==> config.mk <==
export PLATFORM = sky130hd
export DESIGN_NAME = block_bitmap_allocator
export DESIGN_NICKNAME = d
export VERILOG_FILES = /design/src/rtl/bba_pkg.sv /design/src/rtl/block_bitmap_allocator.sv
export SDC_FILE = /design/constraint.sdc
export NUM_CORES = 2
export LEC_CHECK = 0
export ABC_AREA = 1
export BUFFER_PORTS_ARGS = -buffer_cell sky130_fd_sc_hd__buf_2
export CORE_MARGIN = 8
export CORE_UTILIZATION = 29
export CTS_CLUSTER_SIZE = 28
export DETAILED_ROUTE_END_ITERATION = 10
export PLACE_DENSITY_LB_ADDON = 0.12
export SLEW_MARGIN = 0
export SYNTH_ARGS = -nofsm -noshare
export SYNTH_HDL_FRONTEND = slang
export SYNTH_SLANG_ARGS = --single-unit
==> constraint.sdc <==
create_clock -name clock -period 10.8 [get_ports clock]
set_input_delay 1.08 -clock clock [delete_from_list [all_inputs] [get_ports clock]]
set_output_delay 1.08 -clock clock [all_outputs]
set_load 0.1 [all_outputs]
==> src/rtl/bba_pkg.sv <==
// Shared types and codes for the block bitmap allocator.
package bba_pkg;

   localparam int BLOCK_W = 12;
   localparam int COUNT_W = 13;
   localparam logic [COUNT_W-1:0] COUNT_RESET = 13'd4096;

   localparam logic [1:0] OP_QUERY = 2'd0;
   localparam logic [1:0] OP_FREE  = 2'd1;
   localparam logic [1:0] OP_ALLOC = 2'd2;

   localparam logic [1:0] ST_OK        = 2'd0;
   localparam logic [1:0] ST_NO_SPACE  = 2'd1;
   localparam logic [1:0] ST_BAD_BLOCK = 2'd2;

   typedef struct packed {
      logic [1:0]         opcode;
      logic [BLOCK_W-1:0] block_number;
   } req_type;

   typedef struct packed {
      logic [1:0]         status;
      logic [BLOCK_W-1:0] grant_block;
      logic               is_free;
   } rsp_type;

endpackage

==> src/rtl/block_bitmap_allocator.sv <==
// Query/free: an accepted item passes S_ADDR (map read) and S_DATA (result registered).
// Allocate reads map word 0 on accept, then scans one word per cycle in S_SCAN; the
// first-fit scan stops at a free block's word or at the last word, at most MAP_WORDS words.
// Items are handled one at a time: a new item is taken the cycle after the previous result
// is registered; a stalled result holds the next item in its last work state. Synchronous
// reset clears control, then zeroes all map words; items wait, register writes do not.
module block_bitmap_allocator #(
   parameter int MAX_BLOCKS = 4096,
   parameter int WORD_BITS  = 32
) (
   input  logic                               clock,
   input  logic                               reset,
   input  logic                               req_valid,
   output logic                               req_stall,
   input  bba_pkg::req_type                   req_data,
   output logic                               rsp_valid,
   input  logic                               rsp_stall,
   output bba_pkg::rsp_type                   rsp_data,
   input  logic                               csr_wr_en,
   input  logic [bba_pkg::COUNT_W-1:0]        csr_wr_data
);

   localparam int MAP_WORDS = (MAX_BLOCKS + WORD_BITS - 1) / WORD_BITS;
   localparam int ADDR_W    = (MAP_WORDS > 1) ? $clog2(MAP_WORDS) : 1;
   localparam int BIT_W     = $clog2(WORD_BITS);
   localparam int CNT_W     = $clog2(MAX_BLOCKS + 1);
   localparam int CMP_W     = (CNT_W > bba_pkg::COUNT_W) ? CNT_W : bba_pkg::COUNT_W;
   localparam int BLK_W     = bba_pkg::BLOCK_W;
   // block / WORD_BITS as a multiply by a rounded-up reciprocal, exact for 12-bit blocks
   localparam int DIV_S     = BLK_W + BIT_W;
   localparam int RECIP_W   = BLK_W + 1;
   localparam int PROD_W    = BLK_W + RECIP_W;
   localparam int RECIP     = ((1 << DIV_S) + WORD_BITS - 1) / WORD_BITS;

   typedef enum logic [2:0] {
      S_CLEAR,
      S_IDLE,
      S_ADDR,
      S_DATA,
      S_SCAN
   } state_type;

   state_type                    state_ff, state_in;
   logic                         rsp_valid_ff, rsp_valid_in;
   bba_pkg::rsp_type             rsp_data_ff, rsp_data_in;
   logic [bba_pkg::COUNT_W-1:0]  total_ff, total_in;
   logic [ADDR_W-1:0]            clr_addr_ff, clr_addr_in;
   logic [1:0]                   op_ff, op_in;
   logic [BLK_W-1:0]             blk_ff, blk_in;
   logic [BLK_W-1:0]             quot_ff, quot_in;
   logic                         in_range_ff, in_range_in;
   logic [BIT_W-1:0]             bit_ff, bit_in;
   logic [ADDR_W-1:0]            scan_addr_ff, scan_addr_in;
   logic [CMP_W-1:0]             base_ff, base_in;

   logic [WORD_BITS-1:0]         map_mem [MAP_WORDS];
   logic [WORD_BITS-1:0]         rd_data_ff;
   logic                         rd_en;
   logic [ADDR_W-1:0]            rd_addr;
   logic                         wr_en;
   logic [ADDR_W-1:0]            wr_addr;
   logic [WORD_BITS-1:0]         wr_data;

   logic [CMP_W-1:0]             tot_ext;
   logic [CMP_W-1:0]             eff_count;
   logic [PROD_W-1:0]            prod;
   logic [2*BLK_W-1:0]           quot_w;
   logic [BLK_W-1:0]             rem;
   logic [CMP_W-1:0]             limit;
   logic [CMP_W:0]               next_base;
   logic                         last_word;
   logic [WORD_BITS-1:0]         avail;
   logic [WORD_BITS-1:0]         lowest;
   logic [BIT_W-1:0]             hit_idx;
   logic [CMP_W-1:0]             hit_block;
   logic                         hit;
   logic                         deliver;
   logic                         req_take;

   // effective block count: register clamped to the map size
   always_comb begin
      tot_ext   = CMP_W'(total_ff);
      eff_count = (tot_ext > CMP_W'(MAX_BLOCKS)) ? CMP_W'(MAX_BLOCKS) : tot_ext;
   end

   // word index of the requested block
   assign prod = PROD_W'(req_data.block_number) * PROD_W'(RECIP);

   // bit position inside the word
   always_comb begin
      quot_w = (2*BLK_W)'(quot_ff) * (2*BLK_W)'(WORD_BITS);
      rem    = blk_ff - quot_w[BLK_W-1:0];
   end

   // scan step: which bits of the current word are candidates
   always_comb begin
      limit     = eff_count - base_ff;
      next_base = {1'b0, base_ff} + (CMP_W+1)'(WORD_BITS);
      last_word = next_base >= {1'b0, eff_count};
      for (int j = 0; j < WORD_BITS; j++) begin
         avail[j] = rd_data_ff[j] && (CMP_W'(j) < limit) && !(base_ff == '0 && j == 0);
      end
      hit     = |avail;
      lowest  = avail & (~avail + WORD_BITS'(1));
      hit_idx = '0;
      for (int j = 0; j < WORD_BITS; j++) begin
         if (lowest[j]) begin
            hit_idx = hit_idx | BIT_W'(j);
         end
      end
      hit_block = base_ff + CMP_W'(hit_idx);
   end

   assign deliver   = !rsp_valid_ff || !rsp_stall;
   assign req_stall = (state_ff != S_IDLE);
   assign req_take  = req_valid && (state_ff == S_IDLE);
   assign rsp_valid = rsp_valid_ff;
   assign rsp_data  = rsp_data_ff;

   always_comb begin
      state_in     = state_ff;
      rsp_valid_in = rsp_valid_ff && rsp_stall;
      rsp_data_in  = rsp_data_ff;
      total_in     = csr_wr_en ? csr_wr_data : total_ff;
      clr_addr_in  = clr_addr_ff;
      op_in        = op_ff;
      blk_in       = blk_ff;
      quot_in      = quot_ff;
      in_range_in  = in_range_ff;
      bit_in       = bit_ff;
      scan_addr_in = scan_addr_ff;
      base_in      = base_ff;
      rd_en        = 1'b0;
      rd_addr      = scan_addr_ff;
      wr_en        = 1'b0;
      wr_addr      = scan_addr_ff;
      wr_data      = '0;

      unique case (state_ff)
         S_CLEAR: begin
            wr_en   = 1'b1;
            wr_addr = clr_addr_ff;
            if (clr_addr_ff == ADDR_W'(MAP_WORDS - 1)) begin
               state_in = S_IDLE;
            end else begin
               clr_addr_in = clr_addr_ff + ADDR_W'(1);
            end
         end
         S_IDLE: begin
            if (req_take) begin
               op_in       = req_data.opcode;
               blk_in      = req_data.block_number;
               quot_in     = BLK_W'(prod >> DIV_S);
               in_range_in = CMP_W'(req_data.block_number) < eff_count;
               if (req_data.opcode == bba_pkg::OP_ALLOC) begin
                  rd_en        = 1'b1;
                  rd_addr      = '0;
                  scan_addr_in = '0;
                  base_in      = '0;
                  state_in     = S_SCAN;
               end else begin
                  state_in = S_ADDR;
               end
            end
         end
         S_ADDR: begin
            bit_in   = rem[BIT_W-1:0];
            rd_en    = in_range_ff;
            rd_addr  = ADDR_W'(quot_ff);
            state_in = S_DATA;
         end
         S_DATA: begin
            if (deliver) begin
               rsp_valid_in            = 1'b1;
               rsp_data_in.status      = bba_pkg::ST_OK;
               rsp_data_in.grant_block = '0;
               rsp_data_in.is_free     = 1'b0;
               if (op_ff == bba_pkg::OP_QUERY) begin
                  rsp_data_in.is_free = in_range_ff && rd_data_ff[bit_ff];
               end else if (op_ff == bba_pkg::OP_FREE) begin
                  if (!in_range_ff || blk_ff == '0) begin
                     rsp_data_in.status = bba_pkg::ST_BAD_BLOCK;
                  end else begin
                     wr_en   = 1'b1;
                     wr_addr = ADDR_W'(quot_ff);
                     wr_data = rd_data_ff | (WORD_BITS'(1) << bit_ff);
                  end
               end
               state_in = S_IDLE;
            end
         end
         S_SCAN: begin
            if (hit || last_word) begin
               // hold the word until the result slot frees up
               if (deliver) begin
                  rsp_valid_in        = 1'b1;
                  rsp_data_in.is_free = 1'b0;
                  if (hit) begin
                     rsp_data_in.status      = bba_pkg::ST_OK;
                     rsp_data_in.grant_block = hit_block[BLK_W-1:0];
                     wr_en   = 1'b1;
                     wr_addr = scan_addr_ff;
                     wr_data = rd_data_ff & ~lowest;
                  end else begin
                     rsp_data_in.status      = bba_pkg::ST_NO_SPACE;
                     rsp_data_in.grant_block = '0;
                  end
                  state_in = S_IDLE;
               end
            end else begin
               rd_en        = 1'b1;
               rd_addr      = scan_addr_ff + ADDR_W'(1);
               scan_addr_in = scan_addr_ff + ADDR_W'(1);
               base_in      = next_base[CMP_W-1:0];
            end
         end
         default: begin
            state_in = S_IDLE;
         end
      endcase
   end

   always_ff @(posedge clock) begin
      if (reset) begin
         state_ff     <= S_CLEAR;
         rsp_valid_ff <= 1'b0;
         total_ff     <= bba_pkg::COUNT_RESET;
         clr_addr_ff  <= '0;
      end else begin
         state_ff     <= state_in;
         rsp_valid_ff <= rsp_valid_in;
         total_ff     <= total_in;
         clr_addr_ff  <= clr_addr_in;
      end
      rsp_data_ff  <= rsp_data_in;
      op_ff        <= op_in;
      blk_ff       <= blk_in;
      quot_ff      <= quot_in;
      in_range_ff  <= in_range_in;
      bit_ff       <= bit_in;
      scan_addr_ff <= scan_addr_in;
      base_ff      <= base_in;
   end

   always_ff @(posedge clock) begin
      if (wr_en) begin
         map_mem[wr_addr] <= wr_data;
      end
      if (rd_en) begin
         rd_data_ff <= map_mem[rd_addr];
      end
   end

endmodule
# ---- Word-level counts from Yosys, hierarchy flattened
# Memories as Yosys holds them, arrays and structs flattened. A register that Yosys moved wholly into a read port is not among the register bits.
# Cells that the tools add are included.
dict set report totals {
  ff_bits 86
  ram_bits 4096
  inputBits 32
  output_inout_bits 17
  word_cells 325
  memories 1
}
# memory depth word_bits read_ports rd_ports_with_merged_regs wr line
set memory_table {}
lappend memory_table {map_mem 128 32 1 1 1 block_bitmap_allocator.sv:56} ;# logic [WORD_BITS-1:0] map_mem [MAP_WORDS];
dict set report op_classes {
  addsub 7
  n_lt_le_gt_ge 36
  eq_ne 16
  n_shift 1
  muxes 190
  bitwise 5
  n_reduce_logical 55
}
# op count
set op_table {}
lappend op_table {{two-way mux 32 bit} 23}
lappend op_table {{two-way mux 7 bit} 33}
lappend op_table {{< comparator 5 x 13 -> 1 bit, first input constant} 16}
lappend op_table {{two-way mux 13 bit} 9}
lappend op_table {{two-way mux 15 bit} 7}
lappend op_table {{< comparator 4 x 13 -> 1 bit, first input constant} 8}
lappend op_table {{two-way mux 5 bit} 16}
lappend op_table {{AND 32 bit} 2}
lappend op_table {{NOT 32 bit} 2}
lappend op_table {{one-hot mux 32 bit (2 select lines)} 1}
lappend op_table {{< comparator 3 x 13 -> 1 bit, first input constant} 4}
lappend op_table {{two-way mux 3 bit} 17}
lappend op_table {{two-way mux 1 bit} 45}
lappend op_table {{two-way mux 14 bit} 3}
lappend op_table {{one-hot mux 7 bit (3 select lines)} 2}
lappend op_table {{logical AND 1 bit} 36}
lappend op_table {{adder 32 x 1 -> 32 bit, second input constant} 1}
lappend op_table {{two-way mux 2 bit} 16}
lappend op_table {{two-way mux 4 bit} 8}
lappend op_table {{bitwise OR 32 bit} 1}
lappend op_table {{OR reduction 32 bit} 1}
lappend op_table {{<< shifter 1 x 5 -> 32 bit, first input constant} 1}
lappend op_table {{one-hot mux 15 bit (2 select lines)} 1}
lappend op_table {{< comparator 1 x 13 -> 1 bit, first input constant} 2}
lappend op_table {{36 further kinds} 55}

# ---- Depth between registers and ports, before layout
dict set report depth {
  ltp_word 51
  mapped_depth 41
  ltp_nobuf 38
}

# ---- Least setup slack after synthesis
# Ideal clock, no wire load.
dict set report synth_path {
  kind {reg-to-reg}
  startpoint {register total_ff (netlist bit tot_ext[2])}
  endpoint {memory map_mem[0][11], data pin}
  arrival_time_ns 8.786
  required_ns 9.557
  setup_slack_ns 0.771
  path_stages_with_launch 31
  synth_period_minus_slack_ns 10.029
  cell_sequence {dfxtp_1 inv_2 nand2_1 nor3_1 nand2_1 nand2_1 inv_1 nor2_1 inv_1 ha_1 nand2_1 a21o_1 nand2_1 nand2_1 nand2_1 nand2_1 nand2_1 nor2_4 buf_4 nand3b_1 nand2_1 nand2_1 nor2_4 nand2_2 nor2_4 nand2_2 nand2_1 nor2_1 inv_2 buf_1 o32ai_1}
}
dict set report synth_via {
  elab_chain_len 21
  word_cells_on_any_way 86
}
# element line
set synth_lines {}
lappend synth_lines {{start: declaration} block_bitmap_allocator.sv:46} ;# logic [bba_pkg::COUNT_W-1:0] total_ff, total_in;
lappend synth_lines {{start signal: assignment} block_bitmap_allocator.sv:227} ;# total_ff <= bba_pkg::COUNT_RESET;
lappend synth_lines {{start signal: assignment} block_bitmap_allocator.sv:232} ;# total_ff <= total_in;
lappend synth_lines {{> comparator 13 bit} block_bitmap_allocator.sv:83} ;# eff_count = (tot_ext > CMP_W'(MAX_BLOCKS)) ? CMP_W'(MAX_BLOCKS) : tot_ext;
lappend synth_lines {{two-way mux 13 bit (*)} block_bitmap_allocator.sv:83}
lappend synth_lines {{subtractor 13 bit} block_bitmap_allocator.sv:97} ;# limit = eff_count - base_ff;
lappend synth_lines {{< comparator 1 x 13 -> 1 bit} block_bitmap_allocator.sv:101} ;# avail[j] = rd_data_ff[j] && (CMP_W'(j) < limit) && !(base_ff == '0 && j == 0);
lappend synth_lines {{logical AND 1 bit (2 in a row)} block_bitmap_allocator.sv:101}
lappend synth_lines {{NOT 32 bit} block_bitmap_allocator.sv:104} ;# lowest = avail & (~avail + WORD_BITS'(1));
lappend synth_lines {{adder 32 x 1 -> 32 bit} block_bitmap_allocator.sv:104}
lappend synth_lines {{AND 32 bit} block_bitmap_allocator.sv:104}
lappend synth_lines {{[5 not listed]} n/a}
lappend synth_lines {{two-way mux 32 bit} block_bitmap_allocator.sv:139} ;# unique case (state_ff)
lappend synth_lines {{two-way mux 32 bit} block_bitmap_allocator.sv:195} ;# if (deliver) begin
lappend synth_lines {{two-way mux 32 bit} block_bitmap_allocator.sv:193} ;# if (hit || last_word) begin
lappend synth_lines {{two-way mux 32 bit} block_bitmap_allocator.sv:139}
lappend synth_lines {{two-way mux 32 bit (*)} block_bitmap_allocator.sv:193}
lappend synth_lines {{two-way mux 32 bit (*)} block_bitmap_allocator.sv:139}
lappend synth_lines {{one-hot mux 32 bit (2 select lines) (*)} block_bitmap_allocator.sv:139}
lappend synth_lines {{via wr_data[11]} block_bitmap_allocator.sv:62} ;# logic [WORD_BITS-1:0] wr_data;
lappend synth_lines {{end: declaration} block_bitmap_allocator.sv:56}
# Mark *: on every way through the listed nets, which the timed path passes. The rest lies on a longest branch. The select of a mux whose other input is x is not followed.

# ---- Worst setup path in the final report
dict set report layout_path {
  startpoint {register total_ff (netlist bit tot_ext[2])}
  endpoint {register rd_data_ff[21] (read register of map_mem), data pin}
}
dict set report layout_via {
  elab_chain_len 11
  word_cells_on_any_way 77
}
# element line
set layout_lines {}
lappend layout_lines {{> comparator 13 bit} block_bitmap_allocator.sv:83}
lappend layout_lines {{two-way mux 13 bit (*)} block_bitmap_allocator.sv:83}
lappend layout_lines {{subtractor 13 bit} block_bitmap_allocator.sv:97}
lappend layout_lines {{< comparator 1 x 13 -> 1 bit} block_bitmap_allocator.sv:101}
lappend layout_lines {{logical AND 1 bit (2 in a row)} block_bitmap_allocator.sv:101}
lappend layout_lines {{OR reduction 32 bit} block_bitmap_allocator.sv:103} ;# hit = |avail;
lappend layout_lines {{logical OR 1 bit (*)} block_bitmap_allocator.sv:193}
lappend layout_lines {{two-way mux 7 bit / two-way mux 1 bit (equally long branches) (2 in a row)} n/a}
lappend layout_lines {{one-hot mux 7 bit (3 select lines) / one-hot mux 1 bit (3 select lines) (equally long branches)} block_bitmap_allocator.sv:139}
lappend layout_lines {{end: declaration} block_bitmap_allocator.sv:57} ;# logic [WORD_BITS-1:0] rd_data_ff;
# Mark *: on every way between the ends. The rest lies on a longest branch, timed or not. The select of a mux whose other input is x is not followed.
# A chain may end at the register's enable or synchronous reset.

==> run summary <==
The synthesized area per cell came out at about 12 µm². The tightest min-delay check is of the input port to register type. Setup repair after global routing left no endpoint under its margin.

In this run the horizontal extent of the chip is between 700 and 800 µm. The post-synthesis to final-layout area growth came out at 14.0%. The final weighted congestion in routability-driven placement is 0.832. The worst path in the final design needs a cycle of around 9.6 ns, including I/O delays and setup.

The kind of cell adding the most delay to the critical path is simple AND/OR/NAND/NOR gates. The wire length of the first global-routing pass came out at a little over 900 mm. For the worst-skew pair, the clock arrives at the later sink with an insertion delay of 1.05 ns.

For this run, design rule violations remaining after detail routing come to 0. The worst path uses 88.6% of the clock period. The final standard cell area without fillers came out at 0.199 mm². After filler insertion, the fill cell instance count of the layout stands at a little under 60000. For this run the aggregate overflow at the end of global routing stands at 0. The via density per instance came out at approximately 5.2.

The number of distinct library cells after synthesis came out at 53. The multi-input combinational cells in the finished layout cover a total of 0.0440 mm². The detail route stage leaves a number of antenna-violating nets equal to 0. The setup skew after layout came out at 0.0885 ns. The clock tree from TritonCTS is done.

The number of placed instances, taps included is between 20000 and 25000. The maximum cell stage delay along the critical path came out at approximately 0.93 ns. The post-layout net count is ~14000. STA puts the critical path data required time at 11.67 ns. The maximum fanout along the worst path is 90. The initial core utilization came out at 29.0%. The category of the most critical setup path is register to register. The number of hold-slack violations in the final timing report came out at 0.

The number of clock buffers inserted by TritonCTS came out at roughly 470. The number of instances in the synthesized netlist came out at approximately 15000. The core area came out at approximately 0.6 mm². The power per cell area is between 300 and 400 mW/mm². The sum of negative setup slack is 0 ns.

The worst setup path is launched from a register. The clock sink count came out at 4202. The die covers between 0.6 and 0.7 mm².

The HPWL reported at the end of detailed placement is approximately 350 mm. The count of flip-flops with a built-in enable after synthesis is about 4200. The number of resized instances in the post-cts repair step came out at 0. For this run, the number of standard cells in the final layout without fillers is 22800. For this run, asynchronously set or reset flops after synthesis account for 0%.

The number of max-cap violations came out at 0. The number of design-rule violations left by the first detailed-router iteration came out at about 12000. The tree is rooted in a clkbuf_16. Setup violations remaining at the end of the flow were counted as 0.

Entering global routing, the biggest net connects around 150 pins. Summing all flip-flop and latch instances after layout gives between 0.1 and 0.15 mm². At the worst endpoint, the arrival time is approximately 10 ns. The total global-route track usage came out at approximately 20%. The design draws around 64000 µW. The first-pass detailed-route iteration total is 6. The via count came out at ~120k. The critical path's slowest cell is nor3_4. Summing all placed instances gives a cell area of 0.185 mm².

The library cell used most frequently in the layout, excluding fill and tap cells, is nand3_1. The total number of yosys warnings is 0. The synthesized net count is around 15000. The number of levels in the clock H-tree is 5. The share of final-layout standard cells stronger than drive strength 1 is 8.43%.

The cell that appears most often on the critical path is nand2_1. The number of pins with negative max-slew slack in the final report came out at 0. The max-slew headroom at the worst pin came out at between 10% and 20%. The fmax is around 100 MHz.

The worst-case IR drop observed on VDD is between 200 and 300 µV. The floorplan has about 290 rows. The quantity of hold-fixing buffers added after cts came out at 0. STA classifies the critical path endpoint as a register. The maximum root-to-sink buffer count is 4. For this run, the leading register cell type out of synthesis is edfxtp_1. For the pin with the worst max-slew slack, the measured transition is roughly 1.3 ns. The flip-flop and latch count after synthesis is approximately 4200. The number of global-route vias before repair is 114000. The combined area of all synthesized cells is ~0.17 mm². The die height is between 700 and 800 µm. The quantity of I/O buffers inserted on ports came out at 48. The count of buffering cells on the critical path with inverters included came out at 5. The number of antenna violations at the first check in global routing is 35. The analysis attributes to cell leakage a power of 0.0679 µW.

The register clock-pin slew on the reported worst setup and hold paths is roughly 0.060 ns. The per-cell routed wire length came out at between 20 and 30 µm. The number of setup buffers added after CTS came out at 0. Leaving out fill and tap cells, the most frequent cells in the layout are nand3_1 (5898), edfxtp_1 (4178), nand2_1 (2571). The I/O pin count is 49.

The post-detailed-routing wire length came out at 664 mm. The post-synthesis sequential area ratio came out at roughly 72%. The run finished with clean final reports.
routing by layer:
layer  up-vias  track usage, %  share of wire (%)
li1      53200               -                  -
met1     61500            29.3                 46
met2      3469            32.5                 46
met3       810            2.51                5.4
met4         8            5.33                2.8
met5         -               0             0.0087
where the power goes:
group / leakage [µW] / total [µW] / internal [µW] / switching (µW)
sequential: 0.0385 / 19300 / 18900 / 432
combinational: 0.0225 / 29900 / 6870 / 23000
clock: 0.00692 / 15200 / 8440 / 6810
cell usage after synthesis, types with 14 or more instances:
cell / count / share of area, %
nand3_1: 5898 / 17
nand4_1: 24 / 0.086
buf_6: 14 / 0.090
nor3_1: 27 / 0.077
ha_1: 30 / 0.22
nor2_1: 246 / 0.53
clkbuf_1: 362 / 0.78
buf_1: 89 / 0.19
nand2_1: 2587 / 5.6
buf_4: 102 / 0.44
nor4_1: 14 / 0.050
buf_2: 560 / 1.6
dfxtp_1: 24 / 0.28
edfxtp_1: 4178 / 72
inv_1: 180 / 0.39
a21oi_1: 51 / 0.15
o21ai_0: 72 / 0.21
worst register-to-register path: cells and delay by family (launching register included):
family                   cells  cell delay (ns)
AND/OR/NAND/NOR             27             6.41
buffers and inverters        5             2.07
flip-flops                   1             0.32
adder cells (fa/ha/maj)      1             0.32
AO/OA/AOI/OAI                1             0.16
XOR/XNOR                     1             0.14
cells by family (layout without fill, tap and decap cells):
family | count (synthesis) | count (layout) | synth area share [%]
AND/OR/NAND/NOR | 8824 | 8824 | 23.4
flip-flops | 4202 | 4202 | 72.2
buffers and inverters | 1318 | 1472 | 3.52
AO/OA/AOI/OAI | 202 | 202 | 0.705
adder cells (fa/ha/maj) | 30 | 30 | 0.215
XOR/XNOR | 9 | 9 | 0.0452
other | 0 | 23 | 0
cell type report:
class | instances | area share [%]
diodes | 23 | 0.0289
clock buffers | 609 | 6.17
clock inverters | 236 | 0.966
inverters | 191 | 0.380
multi-input cells | 9065 | 22.1
flip-flops and latches | 4202 | 63.3
well taps | 8036 | 5.05
repair buffers | 436 | 2.03
sequential cells by signal, indices dropped and copies added, names as in the netlist:
name / flops
base_ff: 8
bit_ff: 5
blk_ff: 12
clr_addr_ff: 7
in_range_ff: 1
map_mem: 4096
op_ff: 2
rd_data_ff: 32
rsp_data: 15
rsp_valid: 1
scan_addr_ff: 7
state_ff: 3
tot_ext: 13
worst paths after layout:
check,from,endpoint,slack (ns),cells after the start
worst max-delay path,tot_ext[2],rd_data_ff[21],1.23,35
worst min-delay path,req_data[12],op_ff[0],0.27,1
worst max register to register,tot_ext[2],rd_data_ff[21],1.23,35
worst min register to register,clr_addr_ff[3],clr_addr_ff[4],0.46,1
per-stage QoR:
step                      util, %  worst slack, ns  hold slack, ns
after floorplan                 -            0.771           0.412
after detailed placement     30.7             1.28           0.442
final                        33.1             1.23           0.268
after CTS                    33.1             1.26           0.183
after global routing         33.1            0.610           0.226
after global placement       30.7             1.25           0.433
No activity file was read; power rests on OpenSTA's default activity.
